`config.mk`:
```
export PLATFORM = sky130hd
export DESIGN_NAME = add_sub_paren_expression_evaluator
export DESIGN_NICKNAME = d
export VERILOG_FILES = /design/src/rtl/aspe_pkg.sv /design/src/rtl/aspe_front.sv /design/src/rtl/aspe_queue.sv /design/src/rtl/aspe_back.sv /design/src/rtl/add_sub_paren_expression_evaluator.sv
export VERILOG_INCLUDE_DIRS = /design/src /design/src/rtl
export SDC_FILE = /design/constraint.sdc
export NUM_CORES = 2
export LEC_CHECK = 0
export BUFFER_PORTS_ARGS = -buffer_cell sky130_fd_sc_hd__buf_4
export CAP_MARGIN = 20
export CORE_ASPECT_RATIO = 1.4
export CORE_MARGIN = 1.5
export CORE_UTILIZATION = 50
export CTS_CLUSTER_DIAMETER = 120
export CTS_CLUSTER_SIZE = 24
export DETAILED_ROUTE_END_ITERATION = 8
export PLACE_DENSITY = 0.68
export SLEW_MARGIN = 5
export SYNTH_ARGS = -nofsm -noshare
export SYNTH_HDL_FRONTEND = slang
export SYNTH_HIERARCHICAL = 1
export SYNTH_SLANG_ARGS = --single-unit
```
`constraint.sdc`:
```
create_clock -name clock -period 7.03 [get_ports clock]
set_clock_uncertainty 0.05 [all_clocks]
set_input_delay 0.3515 -clock clock [delete_from_list [all_inputs] [get_ports clock]]
set_output_delay 0.3515 -clock clock [all_outputs]
set_load 0.01 [all_outputs]
```
`src/rtl/add_sub_paren_expression_evaluator_macros.svh`:
```
// ----------------------------------------------------------------------------
// Assertion macros for the add/subtract expression evaluator
// Concurrent checks that are compiled out when SYNTHESIS is defined.
// ----------------------------------------------------------------------------
`ifndef ADD_SUB_PAREN_EXPRESSION_EVALUATOR_MACROS_SVH
`define ADD_SUB_PAREN_EXPRESSION_EVALUATOR_MACROS_SVH
`ifndef SYNTHESIS
`define ASPE_ASSERT_IMPLIES(label, clk, rst, ante, cons) \
   label: assert property (@(posedge clk) disable iff (rst) (ante) |-> (cons)) \
      else $error("assertion failed: same-cycle implication");
`define ASPE_ASSERT_NEXT(label, clk, rst, ante, cons) \
   label: assert property (@(posedge clk) disable iff (rst) (ante) |=> (cons)) \
      else $error("assertion failed: next-cycle implication");
`else
`define ASPE_ASSERT_IMPLIES(label, clk, rst, ante, cons)
`define ASPE_ASSERT_NEXT(label, clk, rst, ante, cons)
`endif
`endif

```
`src/rtl/aspe_pkg.sv`:
```
// ----------------------------------------------------------------------------
// Expression evaluator package
// Character codes, the token passed from the front to the back, and the
// layout of one parenthesis stack entry.
// ----------------------------------------------------------------------------
package aspe_pkg;

   localparam int unsigned DATA_W = 32;
   localparam int unsigned CHAR_W = 8;

   localparam logic [CHAR_W-1:0] CHAR_ZERO  = 8'h30;
   localparam logic [CHAR_W-1:0] CHAR_PLUS  = 8'h2B;
   localparam logic [CHAR_W-1:0] CHAR_MINUS = 8'h2D;
   localparam logic [CHAR_W-1:0] CHAR_OPEN  = 8'h28;
   localparam logic [CHAR_W-1:0] CHAR_CLOSE = 8'h29;

   localparam int unsigned QUEUE_DEPTH = 2;

   typedef enum logic [1:0] {
      KIND_COMMIT,
      KIND_OPEN,
      KIND_CLOSE
   } kind_type;

   typedef struct packed {
      kind_type          kind;
      logic [DATA_W-1:0] num;
      logic              neg;
      logic              last;
   } token_type;

   typedef struct packed {
      logic [DATA_W-1:0] sum;
      logic              neg;
   } entry_type;

endpackage

```
`src/rtl/aspe_front.sv`:
```
// ----------------------------------------------------------------------------
// Expression evaluator front end
// Accepts characters, builds decimal numbers, tracks the sign and issues one
// token for every character that changes the running sum or the stack.
// ----------------------------------------------------------------------------
module aspe_front (
   input  logic                              clock,
   input  logic                              reset,
   input  logic                              req_valid,
   output logic                              req_stall,
   input  logic [aspe_pkg::CHAR_W-1:0]       req_char_code,
   input  logic                              req_last,
   input  logic                              q_full,
   output logic                              q_push,
   output aspe_pkg::token_type               q_token
);

   logic                            accept;
   logic                            is_digit;
   logic [aspe_pkg::CHAR_W-1:0]     digit;
   logic [aspe_pkg::DATA_W-1:0]     num_next;
   logic [aspe_pkg::DATA_W-1:0]     num_ff;
   logic [aspe_pkg::DATA_W-1:0]     num_in;
   logic                            neg_ff;
   logic                            neg_in;

   assign req_stall = q_full;
   assign accept    = req_valid && !q_full;
   assign is_digit  = req_char_code >= aspe_pkg::CHAR_ZERO;
   assign digit     = req_char_code - aspe_pkg::CHAR_ZERO;
   assign num_next  = {num_ff[aspe_pkg::DATA_W-4:0], 3'b000}
                    + {num_ff[aspe_pkg::DATA_W-2:0], 1'b0}
                    + aspe_pkg::DATA_W'(digit);

   always_comb begin
      num_in        = num_ff;
      neg_in        = neg_ff;
      q_push        = 1'b0;
      q_token.kind  = aspe_pkg::KIND_COMMIT;
      q_token.num   = num_ff;
      q_token.neg   = neg_ff;
      q_token.last  = req_last;
      if (accept) begin
         if (is_digit) begin
            num_in = num_next;
            if (req_last) begin
               q_push      = 1'b1;
               q_token.num = num_next;
            end
         end else begin
            q_push = 1'b1;
            num_in = '0;
            priority if (req_char_code == aspe_pkg::CHAR_PLUS) begin
               neg_in = 1'b0;
            end else if (req_char_code == aspe_pkg::CHAR_MINUS) begin
               neg_in = 1'b1;
            end else if (req_char_code == aspe_pkg::CHAR_OPEN) begin
               neg_in       = 1'b0;
               q_token.kind = aspe_pkg::KIND_OPEN;
            end else if (req_char_code == aspe_pkg::CHAR_CLOSE) begin
               q_token.kind = aspe_pkg::KIND_CLOSE;
            end else begin
               neg_in = neg_ff;
            end
         end
         if (req_last) begin
            num_in = '0;
            neg_in = 1'b0;
         end
      end
   end

   always_ff @(posedge clock) begin
      if (reset) begin
         num_ff <= '0;
         neg_ff <= 1'b0;
      end else begin
         num_ff <= num_in;
         neg_ff <= neg_in;
      end
   end

endmodule

```
`src/rtl/aspe_queue.sv`:
```
// ----------------------------------------------------------------------------
// Expression evaluator token queue
// A two-entry queue that lets the front and the back stall independently.
// ----------------------------------------------------------------------------
`include "add_sub_paren_expression_evaluator_macros.svh"

module aspe_queue (
   input  logic                  clock,
   input  logic                  reset,
   input  logic                  push,
   input  aspe_pkg::token_type   push_token,
   output logic                  full,
   input  logic                  pop,
   output logic                  not_empty,
   output aspe_pkg::token_type   head
);

   aspe_pkg::token_type entries_ff [aspe_pkg::QUEUE_DEPTH];
   logic       wr_ptr_ff;
   logic       wr_ptr_in;
   logic       rd_ptr_ff;
   logic       rd_ptr_in;
   logic [1:0] count_ff;
   logic [1:0] count_in;

   assign full      = count_ff == 2'(aspe_pkg::QUEUE_DEPTH);
   assign not_empty = count_ff != '0;
   assign head      = entries_ff[rd_ptr_ff];

   always_comb begin
      wr_ptr_in = push ? !wr_ptr_ff : wr_ptr_ff;
      rd_ptr_in = pop ? !rd_ptr_ff : rd_ptr_ff;
      count_in  = count_ff + 2'(push) - 2'(pop);
   end

   always_ff @(posedge clock) begin
      if (reset) begin
         wr_ptr_ff <= 1'b0;
         rd_ptr_ff <= 1'b0;
         count_ff  <= '0;
      end else begin
         wr_ptr_ff <= wr_ptr_in;
         rd_ptr_ff <= rd_ptr_in;
         count_ff  <= count_in;
      end
   end

   always_ff @(posedge clock) begin
      if (push) begin
         entries_ff[wr_ptr_ff] <= push_token;
      end
   end

   `ASPE_ASSERT_IMPLIES(a_q_bound, clock, reset, 1'b1, count_ff <= 2'(aspe_pkg::QUEUE_DEPTH))
   `ASPE_ASSERT_IMPLIES(a_q_pop_nonempty, clock, reset, pop, count_ff != '0)

endmodule

```
`src/rtl/aspe_back.sv`:
```
// ----------------------------------------------------------------------------
// Expression evaluator back end
// Executes tokens against the running sum and the parenthesis stack and
// registers the result of each expression.
// ----------------------------------------------------------------------------
`include "add_sub_paren_expression_evaluator_macros.svh"

module aspe_back #(
   parameter int unsigned STACK_DEPTH = 32
) (
   input  logic                                clock,
   input  logic                                reset,
   input  logic                                tok_valid,
   input  aspe_pkg::token_type                 tok,
   output logic                                tok_pop,
   output logic                                rsp_valid,
   input  logic                                rsp_stall,
   output logic signed [aspe_pkg::DATA_W-1:0]  rsp_value,
   output logic                                rsp_error
);

   localparam int unsigned SPW = $clog2(STACK_DEPTH + 1);
   localparam int unsigned AW  = (STACK_DEPTH > 1) ? $clog2(STACK_DEPTH) : 1;

   aspe_pkg::entry_type stack_mem [STACK_DEPTH];

   logic                          go;
   logic [aspe_pkg::DATA_W-1:0]   sum_ff;
   logic [aspe_pkg::DATA_W-1:0]   sum_in;
   logic [aspe_pkg::DATA_W-1:0]   sum_commit;
   logic [aspe_pkg::DATA_W-1:0]   sum_close;
   logic [aspe_pkg::DATA_W-1:0]   result_sum;
   logic [SPW-1:0]                sp_ff;
   logic [SPW-1:0]                sp_in;
   logic [SPW-1:0]                rd_full;
   logic                          err_ff;
   logic                          err_in;
   logic                          result_err;
   aspe_pkg::entry_type           tos_ff;
   aspe_pkg::entry_type           tos_in;
   aspe_pkg::entry_type           below_ff;
   aspe_pkg::entry_type           wr_data;
   logic                          wr_en;
   logic [AW-1:0]                 wr_addr;
   logic [AW-1:0]                 rd_addr;
   logic                          rsp_valid_ff;
   logic [aspe_pkg::DATA_W-1:0]   rsp_value_ff;
   logic                          rsp_error_ff;

   assign go      = tok_valid && (!tok.last || !rsp_valid_ff || !rsp_stall);
   assign tok_pop = go;

   assign sum_commit = sum_ff + (tok.num ^ {aspe_pkg::DATA_W{tok.neg}})
                     + aspe_pkg::DATA_W'(tok.neg);
   assign sum_close  = tos_ff.sum + (sum_commit ^ {aspe_pkg::DATA_W{tos_ff.neg}})
                     + aspe_pkg::DATA_W'(tos_ff.neg);

   assign wr_addr      = sp_ff[AW-1:0];
   assign wr_data.sum  = sum_commit;
   assign wr_data.neg  = tok.neg;

   always_comb begin
      sum_in     = sum_ff;
      sp_in      = sp_ff;
      err_in     = err_ff;
      tos_in     = tos_ff;
      wr_en      = 1'b0;
      result_sum = sum_ff;
      result_err = err_ff;
      if (go) begin
         unique case (tok.kind)
            aspe_pkg::KIND_OPEN: begin
               sum_in = '0;
               if (sp_ff < SPW'(STACK_DEPTH)) begin
                  wr_en  = 1'b1;
                  tos_in = wr_data;
                  sp_in  = sp_ff + 1'b1;
               end else begin
                  err_in = 1'b1;
               end
            end
            aspe_pkg::KIND_CLOSE: begin
               if (sp_ff != '0) begin
                  sum_in = sum_close;
                  tos_in = below_ff;
                  sp_in  = sp_ff - 1'b1;
               end else begin
                  sum_in = sum_commit;
                  err_in = 1'b1;
               end
            end
            default: begin
               sum_in = sum_commit;
            end
         endcase
         result_sum = sum_in;
         result_err = err_in;
         if (tok.last) begin
            sum_in = '0;
            sp_in  = '0;
            err_in = 1'b0;
         end
      end
      rd_full = sp_in - SPW'(2);
      rd_addr = rd_full[AW-1:0];
   end

   always_ff @(posedge clock) begin
      if (reset) begin
         sum_ff <= '0;
         sp_ff  <= '0;
         err_ff <= 1'b0;
      end else begin
         sum_ff <= sum_in;
         sp_ff  <= sp_in;
         err_ff <= err_in;
      end
   end

   always_ff @(posedge clock) begin
      tos_ff <= tos_in;
   end

   always_ff @(posedge clock) begin
      if (wr_en) begin
         stack_mem[wr_addr] <= wr_data;
      end
      below_ff <= stack_mem[rd_addr];
   end

   always_ff @(posedge clock) begin
      if (reset) begin
         rsp_valid_ff <= 1'b0;
      end else if (go && tok.last) begin
         rsp_valid_ff <= 1'b1;
      end else if (!rsp_stall) begin
         rsp_valid_ff <= 1'b0;
      end
   end

   always_ff @(posedge clock) begin
      if (go && tok.last) begin
         rsp_value_ff <= result_sum;
         rsp_error_ff <= result_err;
      end
   end

   assign rsp_valid = rsp_valid_ff;
   assign rsp_value = rsp_value_ff;
   assign rsp_error = rsp_error_ff;

   `ASPE_ASSERT_NEXT(a_last_clears, clock, reset, go && tok.last, sp_ff == '0 && !err_ff && sum_ff == '0)
   `ASPE_ASSERT_NEXT(a_pop_depth, clock, reset, go && !tok.last && tok.kind == aspe_pkg::KIND_CLOSE && sp_ff != '0, sp_ff == $past(sp_ff) - 1'b1)
   `ASPE_ASSERT_IMPLIES(a_sp_bound, clock, reset, 1'b1, sp_ff <= SPW'(STACK_DEPTH))

endmodule

```
`src/rtl/add_sub_paren_expression_evaluator.sv`:
```
// ----------------------------------------------------------------------------
// Add/subtract expression evaluator with parentheses
// Evaluates one character per request and returns one result per expression.
// ----------------------------------------------------------------------------
// The block takes one character per clock cycle, back to back, as long as
// the result side keeps up. Digits are folded into a number in the front
// end; every other character becomes a token that passes through a
// two-entry queue into the back end, which updates the running sum and the
// parenthesis stack for each token. The stack is a memory of STACK_DEPTH
// entries with a registered top entry and a prefetched second entry, so
// consecutive closing parentheses also run at one per cycle unless a result
// is held. The result is registered in the back end when it takes the
// token of the last character. While a finished result waits, requests
// keep flowing until the last character of the next expression reaches
// the back end; the queue then fills and requests stall.
module add_sub_paren_expression_evaluator #(
   parameter int unsigned STACK_DEPTH = 32
) (
   input  logic                                clock,
   input  logic                                reset,
   input  logic                                req_valid,
   output logic                                req_stall,
   input  logic [aspe_pkg::CHAR_W-1:0]         req_char_code,
   input  logic                                req_last,
   output logic                                rsp_valid,
   input  logic                                rsp_stall,
   output logic signed [aspe_pkg::DATA_W-1:0]  rsp_value,
   output logic                                rsp_error
);

   logic                  q_full;
   logic                  q_push;
   logic                  q_pop;
   logic                  q_not_empty;
   aspe_pkg::token_type   q_token;
   aspe_pkg::token_type   q_head;

   aspe_front u_front (
      .clock         (clock),
      .reset         (reset),
      .req_valid     (req_valid),
      .req_stall     (req_stall),
      .req_char_code (req_char_code),
      .req_last      (req_last),
      .q_full        (q_full),
      .q_push        (q_push),
      .q_token       (q_token)
   );

   aspe_queue u_queue (
      .clock      (clock),
      .reset      (reset),
      .push       (q_push),
      .push_token (q_token),
      .full       (q_full),
      .pop        (q_pop),
      .not_empty  (q_not_empty),
      .head       (q_head)
   );

   aspe_back #(
      .STACK_DEPTH (STACK_DEPTH)
   ) u_back (
      .clock     (clock),
      .reset     (reset),
      .tok_valid (q_not_empty),
      .tok       (q_head),
      .tok_pop   (q_pop),
      .rsp_valid (rsp_valid),
      .rsp_stall (rsp_stall),
      .rsp_value (rsp_value),
      .rsp_error (rsp_error)
   );

endmodule

```
==> key figures <==
Status
  – Status: complete, no violations

Yosys
  – FFs w/ async S/R, synth: 0%
  – Synth area leader: edfxtp_1
  – Avg Cell Area, Syn: 14.2 um^2
  – YS warnings: 6
  – Yosys top cell area share: 61.2%
  – Synthesized Nets: around 4,300
  – Largest cells by area after synthesis: edfxtp_1, mux2i_1, dfxtp_1, nand2_1, ha_1
  – Cells after synthesis: between 4,000 and 5,000
  – Distinct cells, synth: 98
  – Mapped Area: 58,600 um^2
  – EDFF count, synth: 1,194
  – Synth Flop Type: edfxtp_1
  – Sequential share of the synthesized area: 65.0%
  – Post-synthesis register bit count: 1,305

Floorplanning
  – Starting Density: 50.4%
  – Die Wd: 292 um
  – Die height: 408 um
  – Floorplan core area: 116,000 um^2
  – Full die area: 119,000 um^2
  – FP Rows: 148
  – IO Pins: between 40 and 50

Setup path
  – CP endpoint kind: register
  – Slowest cell delay on critical path: about 0.63 ns
  – Reg-to-reg slack, setup: 0.47 ns
  – WP data required: 7.43 ns
  – Cell mode on critical path: a21oi_1
  – CP startpoint kind: register
  – Crit path kind: reg -> reg
  – Worst-path fanout max: 14
  – CP Cell Sequence: buf_4 -> mux2_2 -> mux2_2 -> fa_1 -> a21oi_1 -> o21ai_1 -> a211oi_1 -> nor2_1 -> a21o_1 -> a21oi_1 -> xnor2_2 -> xor2_1 -> ha_1 -> nand4_1 -> o31ai_1 -> a31oi_1 -> o41ai_1 -> a21oi_1 -> xnor2_1 -> a221o_1
  – Critical Path Stages: 20
  – Buf+Inv Stages, Crit Path: 1
  – CP max stage cell: o31ai_1
  – CP arrival: ~7.0 ns
  – Worst R2R Path Depth: 20
  – Top delay family on crit path: compound AO/OA/AOI/OAI gates

Min path
  – Hold depth: 3
  – Worst Hold Class: in -> reg

Layout
  – Layout cells sized above 1: 12.3%
  – Most frequent cells in the layout: edfxtp_1, nand2_1, mux2i_1
  – Final instance area: 63,000 um^2
  – Most common cell after layout, fill and taps aside: edfxtp_1
  – Ant diodes: 0
  – Area Growth Syn to Fin: 7.52%
  – Final core utilization: 54.2%
  – Layout Nets: 4,278
  – Final Instance Count excl. Fillers: 5,680

Power
  – Overall power consumption: 23,400 uW
  – Internal power: 15,100 uW
  – Gate power share: between 30% and 40%
  – Flop pwr share: 46.2%
  – Clock power share: 17.0%
  – Pleak: 0.0208 uW
  – Power per cell area: 372 nW/um^2
  – Switching power: 8280 uW
  – Peak VDD IR: 0.278 mV
  – Sw Share: 35.4%

Timing
  – Pins over their slew limit: 0
  – Final setup fails: 0
  – Final Hold Fails: 0
  – Fin crit period: 6.56 ns
  – Period utilization: 93.3%
  – Fmax: 0.152 GHz
  – Headroom to the max-slew limit: 28.6%
  – Setup TNS: 0 ns
  – Actual transition at the worst max-transition pin: 1.07 ns
  – Unrepaired setup endpoints after global routing: no

Clock tree
  – CTS tree: built
  – Post-CTS setup buffers: 0
  – Clock-pin slew on the worst setup and hold paths: 0.10 ns
  – Sink Count: 1,305
  – Post-CTS Hold Buffers: 7
  – H-tree depth: 2
  – Worst-Skew Late Latency: about 0.7 ns
  – Bufs on Longest Clock Path: 3
  – Root Driver: clkbuf_16
  – Post-cts sizing count: 0
  – Cts bufs inserted: 60

Global routing
  – Largest net degree at the start of global routing: around 110
  – Initial antenna violation count: 0
  – Grt met3 use: 1.84%
  – First-pass GRT wire length: 210,000 um
  – GR Util met2: approximately two fifths
  – Total gr overflow: 0
  – Met1 Usage GRT: ~29%
  – Gr busiest metal: met2
  – Number of global-route vias before repair: between 30,000 and 40,000
  – Total Routing Usage GR: between 20 and 25%

Routing
  – Via density: 6.02
  – Via Count: roughly 34,000
  – Iteration-0 DRC count of the detailed router: a little under 3,000
  – Drt first pass iters: 5
  – Post-DRT Antenna Nets: 0
  – Residual DRC: 0
  – Drt wl/cell: around 24 um
  – DRT Wirelength: between 100,000 and 150,000 um

Placed design
  – Routability cong.: between 0.8 and 0.9
  – IO buf count: 47
  – Dpl cells: approximately 5,600
  – Post-DP HPWL: 90,400 um
  – Area after DPL: approximately 61,000 um^2

Run
  – Max Cap Viol: 0
sequential cells by signal (all words and copies together) (netlist names), named ones only:
signal              cells
u_back/tos_ff          33
u_back/sp_ff            6
u_queue/count_ff        2
u_queue/rd_ptr_ff       1
u_back/rsp_valid        1
u_back/err_ff           1
u_queue/entries_ff     72
u_back/stack_mem     1056
u_back/sum_ff          32
u_queue/wr_ptr_ff       1
u_back/rsp_value       32
u_front/num_ff         32
u_front/neg_ff          1
u_back/below_ff        33
u_back/rsp_error        1
per-stage QoR:
stage / worst slack [ns] / hold WS (ns)
2_1_floorplan: 0.0909 / 0.373
3_3_place_gp: 0.632 / 0.405
3_5_place_dp: 0.597 / 0.408
4_1_cts: 0.522 / 0.0522
5_1_grt: 0.0697 / 0.0980
6_report: 0.471 / 0.111
cell families after synthesis:
| kind of cell | synth area share (%) |
|---|---|
| xor gates and xnor gates | 2.37 |
| muxes | 10.3 |
| adders and majority gates | 2.98 |
| DFF | 65.0 |
| and+or+nand+nor | 7.06 |
| AOI/OAI and AO/OA | 9.63 |
| buffers and inverters | 2.74 |
power by group through the flow:
stage,sequential (uW),combinational [uW],clock (uW)
finish,10800,8610,3990
detailed placement,11000,8380,0
floorplan,11000,5540,0
global placement,11000,8320,0
CTS,10800,8420,4070
global route,10900,9320,4320
cell type report:
class                      instances  area, um^2
sequential                      1305       38100
clock buffer                     109        1710
fill                            9299       53300
clock inverter                     3        55.1
inverter                          55         206
timing repair buffer             179        1620
tap                             1500        1880
multi-input combinational       2529       19500
routing by layer:
layer  up-vias  wire (um)  part of all wire [%]
li1      15700          -                     -
met5         -          0                     0
met3       176       6310                   4.5
met1     17400      56100                    40
met2       912      72100                    52
met4         0       4330                   3.1
worst min-delay path, stage by stage:
cell and delay, ns:
buf_4 0.10, or3_1 0.17, o221a_2 0.20
synth_stat cells, types with 6 or more instances:
library cell and instances:
edfxtp_1 1194, nand2_1 450, mux2i_1 336, a21oi_1 161, nor2_1 137, ha_1 127, and2_1 117, a31oi_1 116
clkbuf_1 116, dfxtp_1 111, o21ai_0 111, a211oi_1 108, xor2_1 86, o21ai_1 79, xnor2_1 68, mux4_2 66
mux2_2 63, inv_1 55, buf_2 53, a21o_1 49, a32oi_1 34, o311ai_1 34, buf_6 33, nand3_1 33
mux2_4 30, nor3_1 28, nand4_1 24, nand2b_1 23, o21a_1 19, buf_1 18, nor2b_1 18, a22o_1 16
buf_4 15, o21bai_1 13, a22oi_1 11, o31ai_1 11, or3_1 11, and3_1 9, or2_2 9, fa_1 8
o211ai_1 7, a31o_2 6, buf_12 6
final timing paths:
kind                                        endpoint               start
worst max-delay path            u_back/rsp_value[29]            register
worst min-delay path                  u_front/neg_ff    req_char_code[2]
worst min register to register    u_front/num_ff[31]  u_front/num_ff[31]
worst max register to register  u_back/rsp_value[29]            register
Power figures use the tool's default switching activity.
